**config.mk**
```make
export PLATFORM = sky130hd
export DESIGN_NAME = iu2x_interp
export DESIGN_NICKNAME = d
export VERILOG_FILES = /design/src/sv/image_upscale_2x_interpolate_macros.svh /design/src/sv/iu2x_pkg.sv /design/src/sv/iu2x_interp.sv
export SDC_FILE = /design/constraint.sdc
export NUM_CORES = 1
export LEC_CHECK = 0
export BUFFER_PORTS_ARGS = -buffer_cell sky130_fd_sc_hd__buf_2
export CORE_ASPECT_RATIO = 0.9
export CORE_MARGIN = 2
export CORE_UTILIZATION = 51
export DETAILED_ROUTE_END_ITERATION = 10
export PLACE_DENSITY = 0.82
export SYNTH_ARGS = -nofsm -noshare
export SYNTH_HDL_FRONTEND = slang
export SYNTH_SLANG_ARGS = --single-unit
```
**constraint.sdc**
```tcl
create_clock -name vclk -period 6.4
set_clock_uncertainty 0.2 [all_clocks]
set_input_delay 0.96 -clock vclk [all_inputs]
set_output_delay 0.96 -clock vclk [all_outputs]
set_load 0.02 [all_outputs]
```
**src/sv/image_upscale_2x_interpolate_macros.svh**
```systemverilog
// Assertion macros for the 2x image upscaler
`ifndef IMAGE_UPSCALE_2X_INTERPOLATE_MACROS_SVH
`define IMAGE_UPSCALE_2X_INTERPOLATE_MACROS_SVH

// same-cycle implication, disabled in reset
`define IU2X_ASSERT_IMP(label, ante, cons, msg) \
  label: assert property (@(posedge clk_i) disable iff (!rst_ni) (ante) |-> (cons)) \
    else $error(msg);

// next-cycle implication, disabled in reset
`define IU2X_ASSERT_NXT(label, ante, cons, msg) \
  label: assert property (@(posedge clk_i) disable iff (!rst_ni) (ante) |=> (cons)) \
    else $error(msg);

`endif

```
**src/sv/iu2x_pkg.sv**
```systemverilog
// Shared types, constants and pixel arithmetic for the 2x image upscaler
package iu2x_pkg;

  localparam int unsigned MaxWidth  = 2048;
  localparam int unsigned MaxHeight = 2048;
  localparam int unsigned ColW      = $clog2(MaxWidth);
  localparam int unsigned RowW      = $clog2(MaxHeight);
  localparam int unsigned DimW      = 12;
  localparam int unsigned CoordW    = 12;
  localparam int unsigned ChanW     = 8;
  localparam int unsigned PixW      = 3 * ChanW;

  localparam logic [0:0] RegImageWidth  = 1'b0;
  localparam logic [0:0] RegImageHeight = 1'b1;

  // result slots of one source pixel, in output order
  localparam logic [1:0] SelDiag   = 2'd0;
  localparam logic [1:0] SelUp     = 2'd1;
  localparam logic [1:0] SelLeft   = 2'd2;
  localparam logic [1:0] SelCentre = 2'd3;

  typedef struct packed {
    logic [ChanW-1:0] red;
    logic [ChanW-1:0] green;
    logic [ChanW-1:0] blue;
  } pix_t;

  typedef struct packed {
    pix_t            cur;
    pix_t            left;
    pix_t            upleft;
    logic [RowW-1:0] row;
    logic [ColW-1:0] col;
    logic            img_end;
  } item_t;

  typedef struct packed {
    logic [CoordW-1:0] row;
    logic [CoordW-1:0] col;
    pix_t              pix;
    logic              last;
  } res_t;

  function automatic pix_t pix_mean(pix_t a, pix_t b);
    logic [ChanW:0] sr;
    logic [ChanW:0] sg;
    logic [ChanW:0] sb;
    pix_t           m;
    sr = {1'b0, a.red} + {1'b0, b.red};
    sg = {1'b0, a.green} + {1'b0, b.green};
    sb = {1'b0, a.blue} + {1'b0, b.blue};
    m.red   = sr[ChanW:1];
    m.green = sg[ChanW:1];
    m.blue  = sb[ChanW:1];
    return m;
  endfunction

  function automatic logic [DimW-1:0] clamp_dim(logic [DimW-1:0] v, logic [DimW-1:0] hi);
    logic [DimW-1:0] r;
    if (v == '0) begin
      r = DimW'(1);
    end else if (v > hi) begin
      r = hi;
    end else begin
      r = v;
    end
    return r;
  endfunction

endpackage

```
**src/sv/iu2x_interp.sv**
```systemverilog
// Interpolation datapath: builds one tagged result pixel of a held source pixel
module iu2x_interp (
  input  iu2x_pkg::item_t item_i,
  input  iu2x_pkg::pix_t  up_i,
  input  logic [1:0]      sel_i,
  output iu2x_pkg::res_t  res_o
);

  iu2x_pkg::pix_t                hmean;
  iu2x_pkg::pix_t                hup;
  iu2x_pkg::pix_t                diag;
  iu2x_pkg::pix_t                vmean;
  logic [iu2x_pkg::CoordW-1:0]   row2;
  logic [iu2x_pkg::CoordW-1:0]   col2;

  assign hmean = iu2x_pkg::pix_mean(item_i.left, item_i.cur);
  assign hup   = iu2x_pkg::pix_mean(item_i.upleft, up_i);
  assign diag  = iu2x_pkg::pix_mean(hup, hmean);
  assign vmean = iu2x_pkg::pix_mean(up_i, item_i.cur);
  assign row2  = {item_i.row, 1'b0};
  assign col2  = {item_i.col, 1'b0};

  always_comb begin
    res_o.row  = row2;
    res_o.col  = col2;
    res_o.pix  = item_i.cur;
    res_o.last = 1'b0;
    case (sel_i)
      iu2x_pkg::SelDiag: begin
        res_o.row = row2 - iu2x_pkg::CoordW'(1);
        res_o.col = col2 - iu2x_pkg::CoordW'(1);
        res_o.pix = diag;
      end
      iu2x_pkg::SelUp: begin
        res_o.row = row2 - iu2x_pkg::CoordW'(1);
        res_o.pix = vmean;
      end
      iu2x_pkg::SelLeft: begin
        res_o.col = col2 - iu2x_pkg::CoordW'(1);
        res_o.pix = hmean;
      end
      iu2x_pkg::SelCentre: begin
        res_o.last = item_i.img_end;
      end
      default: begin
        res_o.last = 1'b0;
      end
    endcase
  end

endmodule

```
==> results of run 1 <==
==> worst max-delay path, cell delays in order <==
cell and delay (ns):
buf_2 0.13, and2_1 0.17, fa_1 0.42, a21o_1 0.18, a21oi_1 0.26, nand2b_1 0.20, mux2i_1 0.10, or2_2 0.31
ha_1 0.34, or2_2 0.31, o31a_1 0.13, mux2i_1 0.12, a221oi_1 0.22, buf_2 0.22
==> worst paths after layout <==
check	endpoint	depth (start not counted)	slack [ns]
max	res_o[6]	14	1.17
min	res_o[48]	3	2.00
==> layer usage <==
metal	track usage [%]	up-vias	wire length (um)
li1	-	2538	-
met1	34.65	2338	5843
met2	49.62	180	6543
met3	1.345	20	696
met4	5.702	0	238
met5	0	-	0
==> cell families (layout without fill, tap and decap cells) <==
logic type / count (synthesis) / after routing / synth area share (%)
xor+xnor: 75 / 75 / 14.46
compound gates: 183 / 183 / 25.86
fa+ha+maj: 98 / 98 / 28.97
buf+inv: 44 / 205 / 4.296
mux: 20 / 20 / 7.987
simple gates: 170 / 170 / 18.42
==> power by group through the flow <==
stage          combinational, mW  clock (mW)  sequential (mW)
3_3_place_gp               0.804           0                0
3_5_place_dp               0.832           0                0
5_1_grt                    0.928           0                0
2_1_floorplan              0.614           0                0
4_1_cts                    0.838           0                0
6_report                   0.843           0                0
==> area by class of cell <==
class | instances | area [um^2]
multi-input cells | 546 | 4348
inverters | 33 | 123.9
fillers | 784 | 3122
well taps | 119 | 148.9
repair buffers | 172 | 865.8
==> synthesized netlist by cell type, types with 2 or more instances <==
master | n | area [um^2]
ha_1 | 86 | 1076
a21oi_1 | 56 | 280.3
nand2_1 | 48 | 180.2
xnor2_1 | 44 | 385.4
nor2_1 | 41 | 153.9
o21ai_0 | 37 | 185.2
inv_1 | 33 | 123.9
xor2_1 | 31 | 271.5
a21o_1 | 15 | 112.6
mux4_2 | 13 | 292.8
nand2b_1 | 13 | 81.33
fa_1 | 12 | 240.2
o21a_1 | 12 | 90.09
nor3_1 | 11 | 55.05
a211oi_1 | 9 | 67.56
and2_1 | 8 | 50.05
nor4_1 | 8 | 50.05
a31oi_1 | 7 | 43.79
mux2i_1 | 7 | 70.07
nand3_1 | 7 | 35.03
nor2b_1 | 7 | 43.79
o21bai_1 | 7 | 52.55
clkbuf_1 | 6 | 22.52
o211ai_1 | 6 | 45.04
or3_1 | 6 | 37.54
a221oi_1 | 5 | 43.79
and3_1 | 5 | 31.28
a31o_2 | 4 | 35.03
nand4_1 | 4 | 25.02
nor4b_1 | 3 | 26.28
o31a_1 | 3 | 26.28
a21boi_0 | 2 | 15.01
a311oi_1 | 2 | 17.52
buf_2 | 2 | 10.01
clkbuf_8 | 2 | 27.53
nand3b_1 | 2 | 15.01
nor3b_1 | 2 | 15.01
o2111ai_1 | 2 | 17.52
o22ai_1 | 2 | 12.51
o31ai_1 | 2 | 15.01
o32a_1 | 2 | 20.02
or2_2 | 2 | 12.51
==> flow_summary_export.csv, run 1 <==
group,metric,value,unit
outcome,status,"completed",
pwr,intPower,374.6,uW
placed_design,gp_congestion,0.8790,
timing,holdWs,2.003,ns
drt,wl_per_cell,15.31,um
grt,gr-total-overflow,0,
worst_hold_path,worstHoldStart,"item_i[22]",
die,rows,32,
timing,hold_viol,0,
drt,drc,0,
die,ios,170,
final_layout,fin_util,63.74,%
final_layout,design.seq.count,0,
die,die_w,103.5,um
pwr,powerDensity,153.7,mW/mm^2
drt,drtPass1Iterations,4,
setup_path,startpoint_type,"primary input",
timing,period_needed,5.233,ns
setup_path,arrival,4.07,ns
setup_path,worstSetupEndpointType,"output port",
final_layout,most-common-layout-cells,"170 x buf_2, 86 x ha_1, 56 x a21oi_1",
grt,grt_pass1_vias,4981,
synth,synth.avg_cell_area,7.700,um^2
drt,routed_wl,13.32,mm
synth,synth-seq-area-share,0,%
final_layout,layoutNonFillerInstCount,870,
flow_run,drv_cap,0,
clock_network,ctsHoldBuffers,0,
setup_path,required,5.24,ns
setup_path,crit_type,"in2out",
pwr,power.share.switching,55.58,%
pwr,combPwrFrac,100.0,%
drt,drtIter0Drc,176,
timing,rsz0062_at_grt,"no",
synth,synth_cells,590,
placed_design,place_area,0.005487,mm^2
grt,grt_max_degree,35,
final_layout,design_area,0.005487,mm^2
clock_network,cts_setup_buffers,0,
final_layout,drive_gt1_share,25.70,%
grt,grt_pass1_wl,21.79,mm
final_layout,clkbuf_count,0,
final_layout,antennaDiodeCount,0,
timing,tns,0,ns
pwr,pwr-share-clk,0,%
placed_design,dp_hpwl,11.53,mm
final_layout,nets,972,
pwr,p_leak,2.699,nW
synth,synth.distinct_cells,56,
final_layout,ff_latch_area,0,um^2
placed_design,portBuffers,170,
grt,grt_usage,27.09,%
pwr,ir_drop,0.00007783,V
clock_network,ctsResizeCount,0,
synth,ys_warn_count,0,
die,initial_utilization,52.78,%
timing,timing.final.crit_share,81.77,%
pwr,power_frac_seq,0,%
die,die-area,0.009680,mm^2
timing,tightestPinTransition,0.8964,ns
drt,routed-via-count,5076,
placed_design,dp_slack,1.206,ns
timing,relSlewSlack,40.17,%
synth,syn_area,0.004543,mm^2
synth,syn_nets,809,
drt,via_per_inst,5.834,
die,die_h,93.54,um
timing,fmax,0.1911,GHz
grt,antenna_found_initial,0,
pwr,power.total,843.3,uW
placed_design,dp.cells,870,
timing,worst_slack,1.167,ns
setup_path,crit_fanout,5,
final_layout,final_common_cell,"buf_2",
timing,finalSetupViolCount,0,
final_layout,area_growth,20.77,%
setup_path,critPathLaunch,"item_i[71]",
worst_hold_path,hold_path.class,"in2out",
drt,antenna_left,0,
timing,drv_slew,0,
pwr,p_sw,468.7,uW
die,coreArea,0.008608,mm^2
Note: power is estimated with default switching activity, not from simulation.
==> run 2: changes to the inputs <==
==> constraint.sdc (replaced) <==
create_clock -name vclk -period 5.1
set_clock_uncertainty 0.2 [all_clocks]
set_input_delay 0.765 -clock vclk [all_inputs]
set_output_delay 0.765 -clock vclk [all_outputs]
set_load 0.02 [all_outputs]
==> run 2 against run 1 <==
Clock-buffer cell count is the same. Largest cell class unchanged. Non-clock buffer count grew 1. Final area grew 0.14%. Combinational power grew 26%. Sequential share of layout area is the same. Highest routed layer unchanged. Largest power group unchanged.
==> flow_summary_export.csv, run 2 (synthesized netlist as in run 1, its figures left out) <==
group,metric,value,unit
timing,drv_slew,0,
worst_hold_path,hold-path-cell-count,3,
timing,relSlewSlack,48.57,%
final_layout,most-common-layout-cells,"170 x buf_2, 86 x ha_1, 56 x a21oi_1",
timing,fmax,0.2085,GHz
final_layout,num-fill-cells,781,
grt,grt_use_met1,34.20,%
flow_run,drv_cap,0,
pwr,ir_drop,0.00008941,V
clock_network,ctsResizeCount,0,
final_layout,design.seq.count,0,
drt,drc,0,
die,die_w,103.5,um
grt,grt_pass1_wl,21.00,mm
drt,wl_per_cell,15.26,um
die,ios,170,
timing,finalSetupViolCount,0,
drt,via_per_inst,5.791,
setup_path,worstSetupEndpointType,"output port",
drt,routed_wl,13.29,mm
pwr,p_leak,2.704,nW
timing,hold_viol,0,
grt,gr-total-overflow,0,
final_layout,clkbuf_count,0,
timing,tightestPinTransition,0.7608,ns
grt,grt_pass1_vias,4931,
drt,antenna_left,0,
placed_design,dp_slack,0.3260,ns
die,die-area,0.009680,mm^2
final_layout,ff_latch_area,0,um^2
drt,routed-via-count,5044,
die,initial_utilization,52.78,%
pwr,power.share.switching,55.51,%
drt,drtIter0Drc,193,
pwr,p_sw,587.0,uW
clock_network,ctsHoldBuffers,0,
placed_design,dp_hpwl,11.51,mm
placed_design,portBuffers,170,
pwr,combPwrFrac,100.0,%
timing,worst_slack,0.3028,ns
pwr,intPower,470.4,uW
pwr,pwr-share-clk,0,%
worst_hold_path,hold_path.class,"in2out",
placed_design,gp_congestion,0.9258,
timing,tns,0,ns
final_layout,fin_util,63.82,%
die,die_h,93.54,um
final_layout,area_growth,20.93,%
grt,grtUsageMet2,46.99,%
setup_path,required,4.14,ns
setup_path,startpoint_type,"primary input",
timing,timing.final.crit_share,94.06,%
final_layout,final_common_cell,"buf_2",
setup_path,arrival,3.83,ns
outcome,status,"completed",
die,rows,32,
drt,drtPass1Iterations,4,
final_layout,antennaDiodeCount,0,
die,coreArea,0.008608,mm^2
final_layout,nets,973,
grt,grt_util_met3,1.495,%
timing,rsz0062_at_grt,"no",
grt,antenna_found_initial,0,
clock_network,cts_setup_buffers,0,
final_layout,drive_gt1_share,25.80,%
grt,grt_usage,26.17,%
setup_path,crit_type,"in2out",
pwr,powerDensity,192.5,mW/mm^2
pwr,power_frac_seq,0,%
timing,period_needed,4.797,ns
grt,busiest_layer,"met2",
setup_path,crit_fanout,5,
grt,grt_max_degree,35,
run 2: changes by cell type in the layout (fill, tap and decap cells not counted), sizes merged:
| cell | before | now |
|---|---|---|
| buf | 172 | 173 |
run 2: stage by stage:
stage	cells	hold WS, ns	cell area [um^2]	power, mW
after CTS	871	1.626	5494	1.049
after global placement	871	1.614	5494	1.009
after floorplan	590	1.458	4543	0.7700
final	871	1.625	5494	1.057
after detailed placement	871	1.626	5494	1.043
after global routing	871	1.641	5494	1.160
run 2: worst paths after layout:
path,startpoint,endpoint,slack (ns)
setup / recovery,item_i[71],res_o[6],0.30
hold / removal,item_i[11],res_o[36],1.62
run 2: layout make-up:
cell class	count	area (um^2)	share of cell area, %
Timing Repair Buffer	173	873.3	15.90
Inverter	33	123.9	2.255
Tap cell	119	148.9	2.710
Multi-Input combinational cell	546	4348	79.14
run 2: worst max-delay path, cell delays in order:
cell and delay, ns:
buf_2 0.12, and2_1 0.17, fa_1 0.42, a21o_1 0.18, a21oi_1 0.25, nand2b_1 0.19
mux2i_1 0.10, or2_2 0.30, ha_1 0.33, or2_2 0.30, o31a_1 0.13, mux2i_1 0.13
a221oi_1 0.23, buf_2 0.22
run 2: power groups by stage:
stage	Sequential, mW	Clock [mW]	Combinational [mW]
6_report	0	0	1.06
5_1_grt	0	0	1.16
4_1_cts	0	0	1.05
3_5_place_dp	0	0	1.04
3_3_place_gp	0	0	1.01
2_1_floorplan	0	0	0.770
run 2: metal layers:
layer  vias to the layer above  wire (um)
met2                       197       6453
met3                        22        849
li1                       2527          -
met5                         -          0
met4                         0        218
met1                      2298       5772
